<file path="src/design/dfr_pkg.sv">
// Shared types, codes and the CRC-32 byte update for the frame deframer.
package dfr_pkg;

  // Reflected CRC-32 polynomial and the all-ones init / final xor value.
  localparam logic [31:0] CRC_POLY = 32'hEDB88320;
  localparam logic [31:0] CRC_ONES = 32'hFFFFFFFF;

  // Register reset values.
  localparam logic [31:0] PREFIX_RESET  = 32'h000055AA;
  localparam logic [31:0] SUFFIX_RESET  = 32'h0000AA55;
  localparam logic [15:0] MAX_LEN_RESET = 16'd4096;

  // Frame layout: header ends at byte 15, the return code at byte 19.
  localparam logic [16:0] POS_PREFIX_END = 17'd3;
  localparam logic [16:0] POS_SEQ_END    = 17'd7;
  localparam logic [16:0] POS_CMD_END    = 17'd11;
  localparam logic [16:0] POS_LEN_END    = 17'd15;
  localparam logic [16:0] POS_RET_END    = 17'd19;
  localparam logic [16:0] POS_SHORT_LIM  = 17'd27;
  localparam logic [31:0] MIN_LENGTH     = 32'd12;

  // Register indexes of the configuration port.
  typedef enum logic [1:0] {
    REG_PREFIX  = 2'd0,
    REG_SUFFIX  = 2'd1,
    REG_MAX_LEN = 2'd2
  } reg_idx_t;

  // Result kinds.
  typedef enum logic [1:0] {
    KIND_PAYLOAD  = 2'd0,
    KIND_COMPLETE = 2'd1,
    KIND_ERROR    = 2'd2
  } kind_t;

  // Error codes carried with an error status.
  typedef enum logic [2:0] {
    ERR_NONE      = 3'd0,
    ERR_SHORT     = 3'd1,
    ERR_PREFIX    = 3'd2,
    ERR_TRUNCATED = 3'd3,
    ERR_LEN_SMALL = 3'd4,
    ERR_SUFFIX    = 3'd5,
    ERR_LEN_MAX   = 3'd6
  } err_t;

  // Live configuration.
  typedef struct packed {
    logic [31:0] prefix;
    logic [31:0] suffix;
    logic [15:0] max_len;
  } cfg_t;

  // One result item.
  typedef struct packed {
    kind_t       kind;
    logic [7:0]  payload;
    logic [31:0] seq;
    logic [31:0] cmd;
    logic [31:0] ret;
    logic        ok;
    err_t        err;
  } res_t;

  // One byte of the reflected CRC-32, LSB first.
  function automatic logic [31:0] crc32_byte(input logic [31:0] crc_in,
                                             input logic [7:0]  data);
    logic [31:0] c;
    c = crc_in ^ {24'd0, data};
    for (int k = 0; k < 8; k++) begin
      c = c[0] ? ((c >> 1) ^ CRC_POLY) : (c >> 1);
    end
    return c;
  endfunction

endpackage

</file>
<file path="src/design/dfr_front.sv">
// Front end: accepts received bytes, parses the frame and forms result items.
module dfr_front (
  input  logic          clk,
  input  logic          rst_n,
  input  dfr_pkg::cfg_t cfg,
  input  logic          in_fire,
  input  logic [7:0]    rx_byte,
  input  logic          buffer_last,
  output logic          res_valid,
  output dfr_pkg::res_t res
);
  import dfr_pkg::*;

  typedef enum logic [2:0] {
    ST_HEADER  = 3'd0,
    ST_RETCODE = 3'd1,
    ST_DATA    = 3'd2,
    ST_CRC     = 3'd3,
    ST_SUFFIX  = 3'd4
  } stage_t;

  stage_t      stage_r, stage_nxt;
  logic [16:0] pos_r, pos_nxt;
  logic [31:0] shift_r, shift_nxt;
  logic [31:0] seq_r, seq_nxt;
  logic [31:0] cmd_r, cmd_nxt;
  logic [15:0] len_r, len_nxt;
  logic [31:0] ret_r, ret_nxt;
  logic [31:0] crc_r, crc_nxt;
  logic        skip_r, skip_nxt;
  logic        match_r, match_nxt;

  logic [31:0] shift_new;
  logic [31:0] crc_upd;
  logic [16:0] len_ext;
  logic        done;
  kind_t       kind;
  err_t        err;
  logic        emit;

  assign shift_new = {shift_r[23:0], rx_byte};
  assign crc_upd   = crc32_byte(crc_r, rx_byte);
  assign len_ext   = {1'b0, len_r};

  // Parser next state and the result caused by the accepted item.
  always_comb begin
    stage_nxt = stage_r;
    pos_nxt   = pos_r;
    shift_nxt = shift_r;
    seq_nxt   = seq_r;
    cmd_nxt   = cmd_r;
    len_nxt   = len_r;
    ret_nxt   = ret_r;
    crc_nxt   = crc_r;
    skip_nxt  = skip_r;
    match_nxt = match_r;
    done      = 1'b0;
    emit      = 1'b0;
    kind      = KIND_PAYLOAD;
    err       = ERR_NONE;
    res       = '0;

    if (in_fire && !skip_r) begin
      shift_nxt = shift_new;
      pos_nxt   = pos_r + 17'd1;
      if (stage_r == ST_HEADER || stage_r == ST_RETCODE || stage_r == ST_DATA) begin
        crc_nxt = crc_upd;
      end

      case (stage_r)
        ST_HEADER: begin
          if (pos_r == POS_PREFIX_END && shift_new != cfg.prefix) begin
            kind = KIND_ERROR; err = ERR_PREFIX; done = 1'b1;
          end else if (pos_r == POS_SEQ_END) begin
            seq_nxt = shift_new;
          end else if (pos_r == POS_CMD_END) begin
            cmd_nxt = shift_new;
          end else if (pos_r == POS_LEN_END) begin
            if (shift_new < MIN_LENGTH) begin
              kind = KIND_ERROR; err = ERR_LEN_SMALL; done = 1'b1;
            end else if (shift_new > {16'd0, cfg.max_len}) begin
              kind = KIND_ERROR; err = ERR_LEN_MAX; done = 1'b1;
            end else begin
              len_nxt   = shift_new[15:0];
              stage_nxt = ST_RETCODE;
            end
          end
        end
        ST_RETCODE: begin
          if (pos_r == POS_RET_END) begin
            ret_nxt   = shift_new;
            stage_nxt = (len_r == MIN_LENGTH[15:0]) ? ST_CRC : ST_DATA;
          end
        end
        ST_DATA: begin
          kind = KIND_PAYLOAD;
          emit = 1'b1;
          if (pos_r == len_ext + 17'd7) begin
            stage_nxt = ST_CRC;
          end
        end
        ST_CRC: begin
          if (pos_r == len_ext + 17'd11) begin
            match_nxt = (shift_new == (crc_r ^ CRC_ONES));
            stage_nxt = ST_SUFFIX;
          end
        end
        default: begin
          if (pos_r >= len_ext + 17'd15) begin
            done = 1'b1;
            if (shift_new != cfg.suffix) begin
              kind = KIND_ERROR; err = ERR_SUFFIX;
            end else begin
              kind = KIND_COMPLETE;
            end
          end
        end
      endcase

      // A buffer that ends before the frame does gives short or truncated.
      if (!done && buffer_last) begin
        kind = KIND_ERROR;
        err  = (pos_r < POS_SHORT_LIM) ? ERR_SHORT : ERR_TRUNCATED;
        done = 1'b1;
      end

      emit = emit || done;
      res.kind    = kind;
      res.payload = (kind == KIND_PAYLOAD) ? rx_byte : 8'd0;
      res.seq     = (kind == KIND_PAYLOAD) ? 32'd0 : seq_nxt;
      res.cmd     = (kind == KIND_PAYLOAD) ? 32'd0 : cmd_nxt;
      res.ret     = (kind == KIND_COMPLETE) ? ret_r : 32'd0;
      res.ok      = (kind == KIND_COMPLETE) ? match_r : 1'b0;
      res.err     = err;

      if (done && !buffer_last) begin
        skip_nxt = 1'b1;
      end
    end

    // The end of a buffer always restarts parsing.
    if (in_fire && buffer_last) begin
      skip_nxt  = 1'b0;
      stage_nxt = ST_HEADER;
      pos_nxt   = '0;
      shift_nxt = '0;
      seq_nxt   = '0;
      cmd_nxt   = '0;
      len_nxt   = '0;
      ret_nxt   = '0;
      crc_nxt   = CRC_ONES;
      match_nxt = 1'b0;
    end
  end

  assign res_valid = emit;

  // Parser state.
  always_ff @(posedge clk) begin
    if (!rst_n) begin
      stage_r <= ST_HEADER;
      pos_r   <= '0;
      shift_r <= '0;
      seq_r   <= '0;
      cmd_r   <= '0;
      len_r   <= '0;
      ret_r   <= '0;
      crc_r   <= CRC_ONES;
      skip_r  <= 1'b0;
      match_r <= 1'b0;
    end else begin
      stage_r <= stage_nxt;
      pos_r   <= pos_nxt;
      shift_r <= shift_nxt;
      seq_r   <= seq_nxt;
      cmd_r   <= cmd_nxt;
      len_r   <= len_nxt;
      ret_r   <= ret_nxt;
      crc_r   <= crc_nxt;
      skip_r  <= skip_nxt;
      match_r <= match_nxt;
    end
  end

endmodule

</file>
<file path="src/design/dfr_queue.sv">
// Short result queue between the parser and the output stage.
module dfr_queue #(
  parameter int DEPTH = 2
) (
  input  logic          clk,
  input  logic          rst_n,
  input  logic          push,
  input  dfr_pkg::res_t push_data,
  output logic          has_room,
  input  logic          pop,
  output logic          not_empty,
  output dfr_pkg::res_t pop_data
);
  import dfr_pkg::*;

  localparam int PTR_W = (DEPTH > 1) ? $clog2(DEPTH) : 1;
  localparam int CNT_W = $clog2(DEPTH + 1);
  localparam logic [PTR_W-1:0] PTR_LAST = PTR_W'(DEPTH - 1);
  localparam logic [CNT_W-1:0] CNT_FULL = CNT_W'(DEPTH);

  res_t             entry_r [DEPTH];
  logic [PTR_W-1:0] wr_ptr_r;
  logic [PTR_W-1:0] rd_ptr_r;
  logic [CNT_W-1:0] count_r;
  logic             do_push;
  logic             do_pop;

  assign has_room  = (count_r != CNT_FULL);
  assign not_empty = (count_r != '0);
  assign do_push   = push && has_room;
  assign do_pop    = pop && not_empty;
  assign pop_data  = entry_r[rd_ptr_r];

  // Entry storage.
  always_ff @(posedge clk) begin
    if (do_push) begin
      entry_r[wr_ptr_r] <= push_data;
    end
  end

  // Pointers and fill count.
  always_ff @(posedge clk) begin
    if (!rst_n) begin
      wr_ptr_r <= '0;
      rd_ptr_r <= '0;
      count_r  <= '0;
    end else begin
      if (do_push) begin
        wr_ptr_r <= (wr_ptr_r == PTR_LAST) ? '0 : wr_ptr_r + PTR_W'(1);
      end
      if (do_pop) begin
        rd_ptr_r <= (rd_ptr_r == PTR_LAST) ? '0 : rd_ptr_r + PTR_W'(1);
      end
      if (do_push && !do_pop) begin
        count_r <= count_r + CNT_W'(1);
      end else if (do_pop && !do_push) begin
        count_r <= count_r - CNT_W'(1);
      end
    end
  end

endmodule

</file>
<file path="src/design/dfr_back.sv">
// Back end: output register that drains the queue onto the result stream.
module dfr_back (
  input  logic          clk,
  input  logic          rst_n,
  input  logic          q_valid,
  input  dfr_pkg::res_t q_data,
  output logic          q_pop,
  output logic          out_tvalid,
  input  logic          out_tready,
  output logic [111:0]  out_tdata,
  output logic [1:0]    out_tuser
);
  import dfr_pkg::*;

  logic valid_r;
  res_t data_r;

  assign q_pop = !valid_r || out_tready;

  // Output register: load when empty or when the held item is taken.
  always_ff @(posedge clk) begin
    if (!rst_n) begin
      valid_r <= 1'b0;
    end else if (q_pop) begin
      valid_r <= q_valid;
    end
  end

  always_ff @(posedge clk) begin
    if (q_pop && q_valid) begin
      data_r <= q_data;
    end
  end

  // Pack the result fields onto the stream.
  assign out_tvalid = valid_r;
  assign out_tuser  = data_r.kind;
  assign out_tdata  = {4'd0, data_r.err, data_r.ok, data_r.ret, data_r.cmd,
                       data_r.seq, data_r.payload};

endmodule

</file>
<file path="src/design/crc32_checked_frame_deframer.sv">
// A result item goes from the parser into the result queue, then into the output register, which drives out_tvalid.
// Throughput: one byte per cycle; the parser takes a byte whenever the result queue has room.
// The CRC-32 runs one byte per cycle in the parser; the queue and output register decouple stalls.
// Reset (rst_n low at a clock edge): registers return to defaults, parser to the header,
// queue and output register empty.
module crc32_checked_frame_deframer #(
  parameter int QUEUE_DEPTH = 2
) (
  input  logic         clk,
  input  logic         rst_n,
  // Configuration write port.
  input  logic         cfg_we,
  input  logic [1:0]   cfg_index,
  input  logic [31:0]  cfg_wdata,
  // Received bytes.
  input  logic         in_tvalid,
  output logic         in_tready,
  input  logic [7:0]   in_tdata,   // [7:0] rx_byte
  input  logic         in_tlast,   // buffer_last
  // Result items.
  output logic         out_tvalid,
  input  logic         out_tready,
  output logic [111:0] out_tdata,  // [7:0] payload_byte, [39:8] sequence_number,
                                   // [71:40] command_code, [103:72] return_code,
                                   // [104] crc_ok, [107:105] error_code, rest 0
  output logic [1:0]   out_tuser   // [1:0] result_kind
);
  import dfr_pkg::*;

  cfg_t cfg_r;
  logic in_fire;
  logic res_valid;
  res_t res;
  logic q_room;
  logic q_valid;
  res_t q_data;
  logic q_pop;

  // Configuration registers.
  always_ff @(posedge clk) begin
    if (!rst_n) begin
      cfg_r.prefix  <= PREFIX_RESET;
      cfg_r.suffix  <= SUFFIX_RESET;
      cfg_r.max_len <= MAX_LEN_RESET;
    end else if (cfg_we) begin
      case (cfg_index)
        REG_PREFIX:  cfg_r.prefix  <= cfg_wdata;
        REG_SUFFIX:  cfg_r.suffix  <= cfg_wdata;
        REG_MAX_LEN: cfg_r.max_len <= cfg_wdata[15:0];
        default: ;
      endcase
    end
  end

  assign in_tready = q_room;
  assign in_fire   = in_tvalid && q_room;

  dfr_front u_front (
    .clk         (clk),
    .rst_n       (rst_n),
    .cfg         (cfg_r),
    .in_fire     (in_fire),
    .rx_byte     (in_tdata),
    .buffer_last (in_tlast),
    .res_valid   (res_valid),
    .res         (res)
  );

  dfr_queue #(
    .DEPTH (QUEUE_DEPTH)
  ) u_queue (
    .clk       (clk),
    .rst_n     (rst_n),
    .push      (res_valid),
    .push_data (res),
    .has_room  (q_room),
    .pop       (q_pop),
    .not_empty (q_valid),
    .pop_data  (q_data)
  );

  dfr_back u_back (
    .clk        (clk),
    .rst_n      (rst_n),
    .q_valid    (q_valid),
    .q_data     (q_data),
    .q_pop      (q_pop),
    .out_tvalid (out_tvalid),
    .out_tready (out_tready),
    .out_tdata  (out_tdata),
    .out_tuser  (out_tuser)
  );

endmodule
</file>
<file path="config.mk">
export PLATFORM = sky130hd
export DESIGN_NAME = crc32_checked_frame_deframer
export DESIGN_NICKNAME = d
export VERILOG_FILES = /design/src/design/dfr_pkg.sv /design/src/design/dfr_front.sv /design/src/design/dfr_queue.sv /design/src/design/dfr_back.sv /design/src/design/crc32_checked_frame_deframer.sv
export SDC_FILE = /design/constraint.sdc
export NUM_CORES = 1
export LEC_CHECK = 0
export BUFFER_PORTS_ARGS = -buffer_cell sky130_fd_sc_hd__buf_2
export CAP_MARGIN = 20
export CORE_ASPECT_RATIO = 1.5
export CORE_MARGIN = 4
export CORE_UTILIZATION = 50
export CTS_CLUSTER_SIZE = 12
export DETAILED_ROUTE_END_ITERATION = 8
export GPL_TIMING_DRIVEN = 0
export PLACE_DENSITY = 0.71
export SLEW_MARGIN = 0
export SYNTH_ARGS = -nofsm -noshare
export SYNTH_HDL_FRONTEND = slang
export SYNTH_SLANG_ARGS = --single-unit
export TNS_END_PERCENT = 30
</file>
<file path="constraint.sdc">
create_clock -name clk -period 7.37 [get_ports clk]
set_input_delay 1.1055 -clock clk [delete_from_list [all_inputs] [get_ports clk]]
set_output_delay 1.1055 -clock clk [all_outputs]
set_load 0.005 [all_outputs]
</file>
Word level (Yosys, flattened, before mapping)
Memory sizes are Yosys's and may differ from the RTL's. A register that Yosys moved wholly into a read port is not among the register bits.
Index checks and enable logic that the tools add are counted.
Cells by class
  divide/modulo/power cells: 0
  add/subtract/negate cells: 8
  multiplexer cells: 74
  equal/unequal tests: 27
  shift-type cells: 0
  reductions and logical operators: 37
  bitwise operators: 16
  magnitude comparators: 4
  $mul: 0
Operator list (number)
  $mux W32: 18
  $not A13 Y14: 8
  $mux W110: 1
  $ne A32 B32 Y1: 2
  $mux W3: 18
  $add A16 B4 Y17 const B: 2
  $eq A17 B17 Y1: 2
  $eq A17 B4 Y1 const B: 2
  $eq A32 B32 Y1: 1
  $gt A32 B16 Y1: 1
  $lt A32 B4 Y1 const B: 1
  $not A32 Y32: 1
  $xor A32 B8 Y32: 1
  $mux W2: 13
  $mux W1: 19
  $ne A2 B2 Y1 const B: 9
  $add A16 B3 Y17 const B: 1
  $add A17 B1 Y17 const B: 1
  $eq A17 B2 Y1 const B: 1
  $eq A17 B3 Y1 const B: 1
  $eq A17 B5 Y1 const B: 1
  $ge A17 B17 Y1: 1
  $lt A17 B5 Y1 const B: 1
  $eq A16 B4 Y1 const B: 1
  other kinds (27): 59
Storage, ports and cells
  bits of input ports: 48
  bits in latches: 0
  flip-flop bits (word level): 275
  bits in read-only memories: 0
  memory bits (writable): 220
  output and inout bits: 116
  word-level logic and storage cells: 184
  memories kept: 1
Memories
  u_queue.entry_r: words 2, bits a word 110, read ports 1, clocked after Yosys merged registers in 1, write ports 1, line dfr_queue.sv:21  | res_t entry_r [DEPTH];

Depth between registers and ports, before layout
Gate-level depths: netlist of the first run.
  depth after elaboration: 20
  depth in mapped cells: 18
  gate-level depth less buffers: 18

By module
Synthesis of the first run repeated with hierarchy kept, for this count alone.
Unflattened totals
  cells, all modules: 2419
  area, all modules: 26611.8 um^2
Modules (own cells, without submodules)
  dfr_front: area each 11850.1 um^2, cells an instance 1615, seq. area each 3803.6 um^2, times used 1
  dfr_queue: area each 8212.9 um^2, cells an instance 366, seq. area each 6706.4 um^2, times used 1
  dfr_back: area each 3394.5 um^2, cells an instance 120, seq. area each 3323.2 um^2, times used 1
  crc32_checked_frame_deframer: area each 3154.3 um^2, cells an instance 318, seq. area each 1601.5 um^2, times used 1

Least setup slack after synthesis of the first run
OpenSTA, ideal clock, no wires.
  path type: in2reg
  start point: input port out_tready
  end point: register u_queue.count_r[1]
  stages on the path: 7
  setup time: 70 ps
  arrival: 6988 ps
  slack: 312 ps
  path buffers: 0
  cells stage by stage: nor2b_1 > nor2_1 > inv_1 > ha_1 > xor2_1 > or3_1 > a21oi_1
Between the ends
  word-level cells in the longest chain between the ends: 5
  elaborated cells between the ends (all ways): 7
  those cells by class: 1 x mux; 6 x reduce/logical
RTL lines
  start, declared: line crc32_checked_frame_deframer.sv:22  | input logic out_tready,
  $logic_or A1 B1 Y1 (*): line dfr_back.sv:18  | assign q_pop = !valid_r || out_tready;
  $logic_and A1 B1 Y1 (*): line dfr_queue.sv:31  | assign do_pop = pop && not_empty;
  named net u_queue.do_pop: line dfr_queue.sv:26  | logic do_pop;
  $logic_not A1 Y1: line dfr_queue.sv:54  | if (do_push && !do_pop) begin
  $logic_and A1 B1 Y1: line dfr_queue.sv:54
  $mux W2 or $reduce_bool A2 Y1 (tied branches)
  end signal, assigned: line dfr_queue.sv:55  | count_r <= count_r + CNT_W'(1);
  end signal, assigned: line dfr_queue.sv:57  | count_r <= count_r - CNT_W'(1);
  end, declared: line dfr_queue.sv:24  | logic [CNT_W-1:0] count_r;
The timed path passes the listed nets; every way through them passes the cells marked *.
A chain may end at the register's enable or synchronous reset.

Worst setup path in the final report of the first run
  start point: register u_front.len_r[3]
  end point: memory u_queue.entry_r[1][65] in the netlist's numbering (enable)
Between the ends
  word-level cells in the longest chain between the ends: 14
RTL lines
  start, declared: line dfr_front.sv:27  | logic [15:0] len_r, len_nxt;
  start signal, assigned: line dfr_front.sv:177  | len_r <= len_nxt;
  $add A16 B4 Y17 (*): line dfr_front.sv:109  | if (pos_r >= len_ext + 17'd15) begin
  $ge A17 B17 Y1 (*): line dfr_front.sv:109
  $mux W1 (*): line dfr_front.sv:109
  $pmux W1 S2 (*): line dfr_front.sv:70  | case (stage_r)
  $mux W1 (*): line dfr_front.sv:63  | if (in_fire && !skip_r) begin
  $logic_not A1 Y1: line dfr_front.sv:121  | if (!done && buffer_last) begin
  $logic_and A1 B1 Y1: line dfr_front.sv:121
  $mux W1 (*): line dfr_front.sv:121
  $mux W1 (*): line dfr_front.sv:63
  $logic_or A1 B1 Y1 (*): line dfr_front.sv:127  | emit = emit || done;
  $mux W1 (*): line dfr_front.sv:63
  $logic_and A1 B1 Y1 (*): line dfr_queue.sv:30  | assign do_push = push && has_room;
  named net u_queue.do_push: line dfr_queue.sv:25  | logic do_push;
  $mux W1 (*): line dfr_queue.sv:36  | if (do_push) begin
  $mux W1 (not written as such) (*): line dfr_queue.sv:37  | entry_r[wr_ptr_r] <= push_data;
  end, declared: line dfr_queue.sv:21
The timed path passes the listed nets; every way through them passes the cells marked *. The select of a mux whose other input is x is not followed.

==> flow_metrics.tcl, run 1 <==
set metrics [dict create \
    outcome "complete, no violations" \
    timing.setup.critical_path_class "reg2reg" \
    max_cap_viol_count 0 \
    vias_per_cell 5.511 \
    worst_hold_startpoint "u_front.ret_r[9]" \
    utilization_pct 57.58 \
    synthTopCellsByCount "nand2_1 (470), edfxtp_1 (330), dfxtp_1 (275)" \
    area.growth.synth_to_final_pct 13.54 \
    asyncSetResetFlopFracSynth_pct 0 \
    ys.warnings.count 0 \
    share_of_final_layout_standard_cells_stronger_than_drive_strength_1_pct 15.03 \
    worst_ep_arrival_time_ns 4.92 \
    syn-instance-count 2409 \
    power.density_cell_area_nw_per_um2 301.5 \
    cp_data_required_time_ns 7.67 \
    antenna_found_initial 0 \
    crit_path_max_fanout 64 \
    critical_path.startpoint_type "flop" \
    core_um2 51810 \
    power.sequential.fraction_pct 47.0 \
    regToRegSetupSlack_ns 2.75 \
    worstMarginPinSlew_ns 1.055 \
    switching_share_pct 28.42 \
    switching_component_of_the_power_mw 2.556 \
    global_route.usage.total_pct 24.27 \
    wire_length_per_cell_after_detailed_routing_um 20.90 \
    synth_most_common_cell "nand2_1" \
    gp_congestion 0.9564 \
    route.antenna.remaining_nets 0 \
    totalNegativeSetupSlack_ns 0 \
    power_frac_comb_pct 21.8 \
    ir_worst_vdd_v 0.0002106 \
    cts.repair_timing.setup_buffer_count 0 \
    clk_path_buf_depth 3 \
    postCtsHoldBufs 0 \
    io_buffer_count 158 \
    largest_net_degree_at_the_start_of_global_routing 65 \
    num_rows 102 \
    antenna_cells 0 \
    clock_tree_from_tritoncts "done" \
    dieHeight_um 288.8 \
    synthDominantCellAreaShare_pct 37.71 \
    wirelength_mm 70.19 \
    finalCritPeriodShare_pct 62.74 \
    number_of_distinct_library_cell_variants_in_the_gate_level_netlist_after_synthesis 68 \
    r2r_start "u_front.len_r[3]" \
    final_number_of_setup_violating_endpoints 0 \
    whs_path_depth 2 \
    crit_path_end_kind "flop" \
    number_of_global_route_vias_before_repair 18740 \
    routed-via-count 18510 \
    initial_cell_density_of_the_core_pct 50.71 \
    gr-total-overflow 0 \
    nNetsFinal 2723 \
    slew_headroom_pct 29.00 \
    number_of_clock_buffers_inserted_by_tritoncts 58 \
    clk_root_buffer_cell "clkbuf_16" \
    hold-path-endpoint "u_front.ret_r[9]" \
    leakage_nw 10.61 \
    flops_latches_synth 605 \
    cts_num_sinks 605 \
    proportion_of_synthesized_chip_area_in_sequential_cells_pct 58.67 \
    cts.htree.levels 2 \
    mean_instance_size_in_the_synthesized_netlist_um2 10.91 \
    grt_setup_unrepaired "no" \
    reg2reg_depth 15 \
    synthFlopType "edfxtp_1" \
    p_int_mw 6.438 \
    finalHoldViolations 0 \
    die_area_um2 56360 \
    final.setup_skew_ns 0.03340 \
    worst_hold_path_type "reg2reg" \
    drt_drc_violations_left 0 \
    fin_crit_ns 4.624 \
    drt-pass1-iter-count 5 \
    synthDominantAreaCellType "edfxtp_1" \
    synth_enable_flop_cells 330 \
    ys_top_cells_by_area "edfxtp_1 (38%), dfxtp_1 (21%), nand2_1 (6.7%)" \
    max_clock_freq_ghz 0.2163 \
    slew_viol_final 0 \
    wire_length_of_the_first_global_routing_pass_mm 106.7 \
    syn_area_um2 26280 \
    hpwlAfterDp_mm 50.83 \
    clkPwrFrac_pct 31.2 \
    initialDrtViolationCount 1411 \
    clk_transition_reported_paths_ns 0.06 \
    post_cts_resized 0 \
    die_w_um 195.2 \
    r2r_end "u_queue.entry_r[1][65]" \
    ioPinCount 164 \
    clk-insertion-delay-late_ns 0.62 \
]
## logic make-up (layout without fill, tap and decap cells)
group	after synthesis	in the layout	synth area share, %
compound gates	322	322	7.067
other cells	1	4	0.01427
simple gates	825	825	13.88
mux	198	198	8.067
xor+xnor	214	214	7.219
buf+inv	205	475	3.233
flops	605	605	58.67
fa+ha+maj	39	39	1.857
## worst max-delay path, cell delays in order (launching register included)
cell and delay [ns]:
dfxtp_1 0.30, clkbuf_1 0.18, clkbuf_1 0.26, nor3b_1 0.66, nor3_1 0.20, xnor2_1 0.18, ha_1 0.30, a21o_1 0.11
a21oi_1 0.07, o21ai_0 0.14, a21oi_1 0.05, o31a_1 0.37, a21oi_1 0.23, or2_2 0.16, and2_4 0.74, buf_16 0.31
## worst max-delay path by stage
stage                startpoint  slack, ns                      to  cells after the start
4_1_cts        u_front.len_r[3]       2.69  u_queue.entry_r[1][98]                     15
3_3_place_gp         out_tready      -1.51      u_queue.count_r[1]                      8
5_1_grt        u_front.len_r[3]       2.22  u_queue.entry_r[1][98]                     15
6_report       u_front.len_r[3]       2.75  u_queue.entry_r[1][65]                     15
2_1_floorplan        out_tready       0.31      u_queue.count_r[1]                      7
3_5_place_dp        in_tdata[0]       2.15  u_queue.entry_r[1][94]                     13
## cell usage in the layout (no fill, tap or decap), types with 3 or more instances in the layout
| cell | Yosys | layout |
|---|---|---|
| a211oi_1 | 5 | 5 |
| a21o_1 | 9 | 9 |
| a21oi_1 | 216 | 216 |
| a31oi_1 | 6 | 6 |
| and2_1 | 51 | 50 |
| and3_1 | 12 | 12 |
| buf_1 | 5 | 5 |
| buf_16 | 0 | 3 |
| buf_2 | 40 | 198 |
| buf_4 | 6 | 7 |
| clkbuf_1 | 117 | 156 |
| clkbuf_16 | 0 | 58 |
| conb_1 | 1 | 4 |
| dfxtp_1 | 275 | 275 |
| edfxtp_1 | 330 | 330 |
| ha_1 | 39 | 39 |
| inv_1 | 35 | 34 |
| mux2_2 | 110 | 110 |
| mux2i_1 | 88 | 88 |
| nand2_1 | 470 | 470 |
| nand2b_1 | 9 | 9 |
| nand3_1 | 36 | 36 |
| nand3b_1 | 4 | 4 |
| nand4_1 | 26 | 26 |
| nor2_1 | 133 | 132 |
| nor2b_1 | 4 | 4 |
| nor3_1 | 16 | 16 |
| nor3b_1 | 4 | 4 |
| nor4_1 | 35 | 35 |
| o211ai_1 | 37 | 37 |
| o21a_1 | 4 | 4 |
| o21ai_0 | 23 | 23 |
| o31ai_1 | 3 | 3 |
| or2_2 | 3 | 3 |
| or3_1 | 6 | 6 |
| xnor2_1 | 98 | 98 |
| xor2_1 | 113 | 113 |
## area by class of cell
cell class | instances | area [um2]
plain buffers | 169 | 714.4
clock buffers | 98 | 1612
clock inverters | 8 | 156.4
fillers | 4421 | 21980
inverters | 36 | 137.6
multi-input cells | 1602 | 10030
flip-flops and latches | 605 | 15410
well taps | 676 | 845.8
repair buffers | 164 | 920.9
## routing by layer
metal / vias to the layer above / routed length (um) / part of all wire [%] / track usage [%]
li1: 8787 / - / - / -
met1: 8924 / 25990 / 37 / 27.06
met2: 616 / 36960 / 53 / 45.58
met3: 179 / 3733 / 5.3 / 3.373
met4: 0 / 3499 / 5.0 / 11.30
met5: - / 0 / 0 / 0
## per-stage QoR
step / total power, mW / hold slack [ns] / setup WS (ns) / cells / cell area, um2
2_1_floorplan: 5.571 / 0.4273 / 0.3120 / 2412 / 26290
3_3_place_gp: 6.260 / 0.4367 / -1.512 / 3246 / 27920
3_5_place_dp: 6.263 / 0.4405 / 2.148 / 3252 / 28070
4_1_cts: 9.054 / 0.4485 / 2.693 / 3358 / 29830
5_1_grt: 9.380 / 0.4665 / 2.219 / 3358 / 29830
6_report: 8.994 / 0.4475 / 2.746 / 3358 / 29830
## state kept, by name (all words and copies together) (netlist names), 3 cells and up
register	cells
u_front.crc_r	32
u_front.len_r	16
u_front.ret_r	32
u_front.seq_r	32
cfg_r	80
u_back.out_tdata	108
u_front.pos_r	17
u_front.cmd_r	32
u_front.shift_r	24
u_queue.entry_r	220
u_front.stage_r	3
## power groups by stage
| stage | clock network, mW | registers (mW) | logic, mW |
|---|---|---|---|
| 4_1_cts | 2.85 | 4.23 | 1.97 |
| 3_3_place_gp | 0 | 4.39 | 1.87 |
| 3_5_place_dp | 0 | 4.30 | 1.96 |
| 5_1_grt | 3.00 | 4.27 | 2.11 |
| 6_report | 2.81 | 4.23 | 1.96 |
| 2_1_floorplan | 0 | 4.36 | 1.21 |
Note: power is estimated with default switching activity, not from simulation.
==> inputs of run 2 (changes only) <==
--- a/config.mk
+++ b/config.mk
@@ -5,6 +5,7 @@
 export SDC_FILE = /design/constraint.sdc
 export NUM_CORES = 1
 export LEC_CHECK = 0
+export ABC_AREA = 1
 export BUFFER_PORTS_ARGS = -buffer_cell sky130_fd_sc_hd__buf_2
 export CAP_MARGIN = 20
 export CORE_ASPECT_RATIO = 1.5
@@ -13,7 +14,7 @@
 export CTS_CLUSTER_SIZE = 12
 export DETAILED_ROUTE_END_ITERATION = 8
 export GPL_TIMING_DRIVEN = 0
-export PLACE_DENSITY = 0.71
+export PLACE_DENSITY = 0.69
 export SLEW_MARGIN = 0
 export SYNTH_ARGS = -nofsm -noshare
 export SYNTH_HDL_FRONTEND = slang
==> constraint.sdc (replaced) <==
create_clock -name clk -period 4.42 [get_ports clk]
set_input_delay 0.663 -clock clk [delete_from_list [all_inputs] [get_ports clk]]
set_output_delay 0.663 -clock clk [all_outputs]
set_load 0.005 [all_outputs]
==> flow_metrics.tcl, run 2 <==
set metrics [dict create \
    clkPwrFrac_pct 29.4 \
    number_of_clock_buffers_inserted_by_tritoncts 58 \
    area.growth.synth_to_final_pct 13.48 \
    number_of_global_route_vias_before_repair 21670 \
    ir_worst_vdd_v 0.0003069 \
    crit_path_max_fanout 11 \
    routed-via-count 22340 \
    layout_commonest_cell "nand2_1" \
    power_frac_comb_pct 24.2 \
    finalHoldViolations 0 \
    initial_cell_density_of_the_core_pct 50.77 \
    power.sequential.fraction_pct 46.4 \
    asyncSetResetFlopFracSynth_pct 0 \
    syn-instance-count 3070 \
    synthDominantCellAreaShare_pct 36.23 \
    wire_length_of_the_first_global_routing_pass_mm 123.7 \
    hold-path-endpoint "cfg_r[65]" \
    io_buffer_count 159 \
    wire_length_per_cell_after_detailed_routing_um 20.39 \
    timing.setup.critical_path_class "reg2reg" \
    global_route.usage.total_pct 27.32 \
    share_of_final_layout_standard_cells_stronger_than_drive_strength_1_pct 9.600 \
    core_um2 53870 \
    final_number_of_setup_violating_endpoints 0 \
    worst_hold_path_type "in2reg" \
    regToRegSetupSlack_ns 0.25 \
    mostFrequentLayoutCells "nand2_1 (788), edfxtp_1 (330), inv_1 (284), dfxtp_1 (275), nor2_1 (255)" \
    whs_path_depth 3 \
    clock_tree_from_tritoncts "done" \
    synth_most_common_cell "nand2_1" \
    top_register "u_queue.entry_r" \
    ioPinCount 164 \
    die_w_um 199.0 \
    critical_path.startpoint_type "flop" \
    final.setup_skew_ns 0.03606 \
    clk_path_buf_depth 3 \
    ys.warnings.count 0 \
    number_of_distinct_library_cell_variants_in_the_gate_level_netlist_after_synthesis 52 \
    dp_cells 3930 \
    reg2reg_depth 18 \
    slew_headroom_pct 26.37 \
    drt-pass1-iter-count 6 \
    synthFlopType "edfxtp_1" \
    r2r_start "u_front.len_r[0]" \
    worst_ep_arrival_time_ns 4.33 \
    finalCritPeriodShare_pct 94.46 \
    switching_component_of_the_power_mw 5.080 \
    drt_drc_violations_left 0 \
    max_clock_freq_ghz 0.2395 \
    outcome "complete, no violations" \
    worstMarginPinSlew_ns 1.096 \
    totalNegativeSetupSlack_ns 0 \
    largest_reg_flops 220 \
    max_cap_viol_count 0 \
    largest_net_degree_at_the_start_of_global_routing 35 \
    vias_per_cell 5.525 \
    worst_hold_startpoint "cfg_wdata[17]" \
    wirelength_mm 82.44 \
    clk-insertion-delay-late_ns 0.62 \
    crit_path_end_kind "flop" \
    p_int_mw 10.90 \
    clk_transition_reported_paths_ns 0.06 \
    synthTopCellsByCount "nand2_1 (790), edfxtp_1 (330), inv_1 (285)" \
    num_rows 104 \
    route.antenna.remaining_nets 0 \
    grt_setup_unrepaired "yes" \
    syn_area_um2 27350 \
    proportion_of_synthesized_chip_area_in_sequential_cells_pct 56.36 \
    cts_num_sinks 605 \
    power.density_cell_area_nw_per_um2 514.8 \
    mean_instance_size_in_the_synthesized_netlist_um2 8.909 \
    antenna_found_initial 0 \
    die_area_um2 58580 \
    cp_data_required_time_ns 4.58 \
    fin_crit_ns 4.175 \
    leakage_nw 13.02 \
    postCtsHoldBufs 0 \
    slew_viol_final 0 \
    final_cell_count_no_fill 4043 \
    switching_share_pct 31.79 \
    initialDrtViolationCount 2060 \
    antenna_cells 0 \
    gr-total-overflow 0 \
    flops_latches_synth 605 \
    nNetsFinal 3394 \
    hpwlAfterDp_mm 61.35 \
    synth_enable_flop_cells 330 \
    ys_top_cells_by_area "edfxtp_1 (36%), dfxtp_1 (20%), nand2_1 (11%)" \
    cts.htree.levels 2 \
    r2r_end "u_queue.entry_r[1][12]" \
    gp_congestion 0.9796 \
    synthDominantAreaCellType "edfxtp_1" \
    dieHeight_um 294.4 \
    clk_root_buffer_cell "clkbuf_16" \
]
[run 2: power by group through the flow]
stage | combinational (mW) | clock [mW] | sequential (mW)
2_1_floorplan | 2.12 | 0 | 7.57
3_3_place_gp | 3.71 | 0 | 7.59
3_5_place_dp | 3.88 | 0 | 7.53
4_1_cts | 3.90 | 4.74 | 7.41
5_1_grt | 4.27 | 4.96 | 7.48
6_report | 3.87 | 4.70 | 7.41
[run 2: per-layer routing]
layer	global-route usage (%)	vias up	wire, um
met5	0	-	0
met4	15.44	0	5821
met3	3.819	291	4998
met2	48.49	904	41230
met1	31.41	10570	30390
li1	-	10570	-
[run 2: worst max path at each step]
stage                                 from                     end  slack [ns]  cells past startpoint
after floorplan                 out_tready      u_queue.count_r[1]       -0.39                      8
after global placement    u_front.len_r[7]  u_queue.entry_r[1][75]       -1.68                     16
after detailed placement  u_front.len_r[7]  u_queue.entry_r[0][96]       -0.16                     17
after CTS                 u_front.len_r[0]  u_queue.entry_r[1][71]        0.03                     20
after global routing      u_front.len_r[0]      u_queue.count_r[1]       -0.05                     24
final                     u_front.len_r[0]  u_queue.entry_r[1][12]        0.25                     18
[run 2: worst max-delay path: stages (launching register included)]
cell	delay [ns]
dfxtp_1	0.31
inv_1	0.20
ha_1	0.23
nand2_1	0.08
nor2_1	0.27
inv_1	0.13
nand3_1	0.10
xor2_1	0.19
ha_1	0.28
nand2_1	0.12
inv_1	0.06
o21ai_0	0.07
nand2_1	0.07
a21oi_1	0.16
nand4_1	0.21
nand2_1	0.16
nand4_1	0.26
nand3_2	0.26
clkinvlp_2	0.55
[run 2: layout make-up]
class / instances / area, um2
tap: 689 / 862.1
multi-input combinational: 2010 / 10230
timing repair inverter: 1 / 5.005
inverter: 289 / 1089
sequential: 605 / 15410
fill: 4834 / 22840
timing repair buffer: 172 / 1006
clock buffer: 101 / 1655
clock inverter: 6 / 77.57
buffer: 170 / 699.4
[run 2: kinds of logic (layout without fill, tap and decap cells)]
family,count (synthesis),count (layout),share of synthesized area (%)
AO/OA/AOI/OAI,530,530,10.66
AND/OR/NAND/NOR,1257,1258,18.67
adder cells (fa/ha/maj),39,39,1.784
XOR/XNOR,147,147,4.831
multiplexers,32,32,1.171
flip-flops,605,605,56.36
buffers and inverters,459,739,6.514
other,1,4,0.01371
[run 2: per-stage QoR]
step           hold WS, ns  util [%]  instance area [um2]  worst slack [ns]  power (mW)
5_1_grt             0.2942     57.61                31040          -0.05003       16.72
3_3_place_gp        0.4469     53.94                29060            -1.678       11.30
4_1_cts             0.2734     57.56                31010           0.03390       16.05
6_report            0.2831     57.61                31040            0.2451       15.98
3_5_place_dp        0.4536     54.29                29250           -0.1557       11.41
2_1_floorplan       0.4275         -                27400           -0.3874       9.694
[run 2: repair_timing]
| action | CTS | global route |
|---|---|---|
| pin swaps | 1 | 0 |
| setup buffers | 2 | 2 |
| hold endpoints to repair | 0 | 0 |
| gates resized for setup | 2 | 3 |
| cloned | 1 | 1 |
| endpoints found under the setup margin | 82 | 125 |
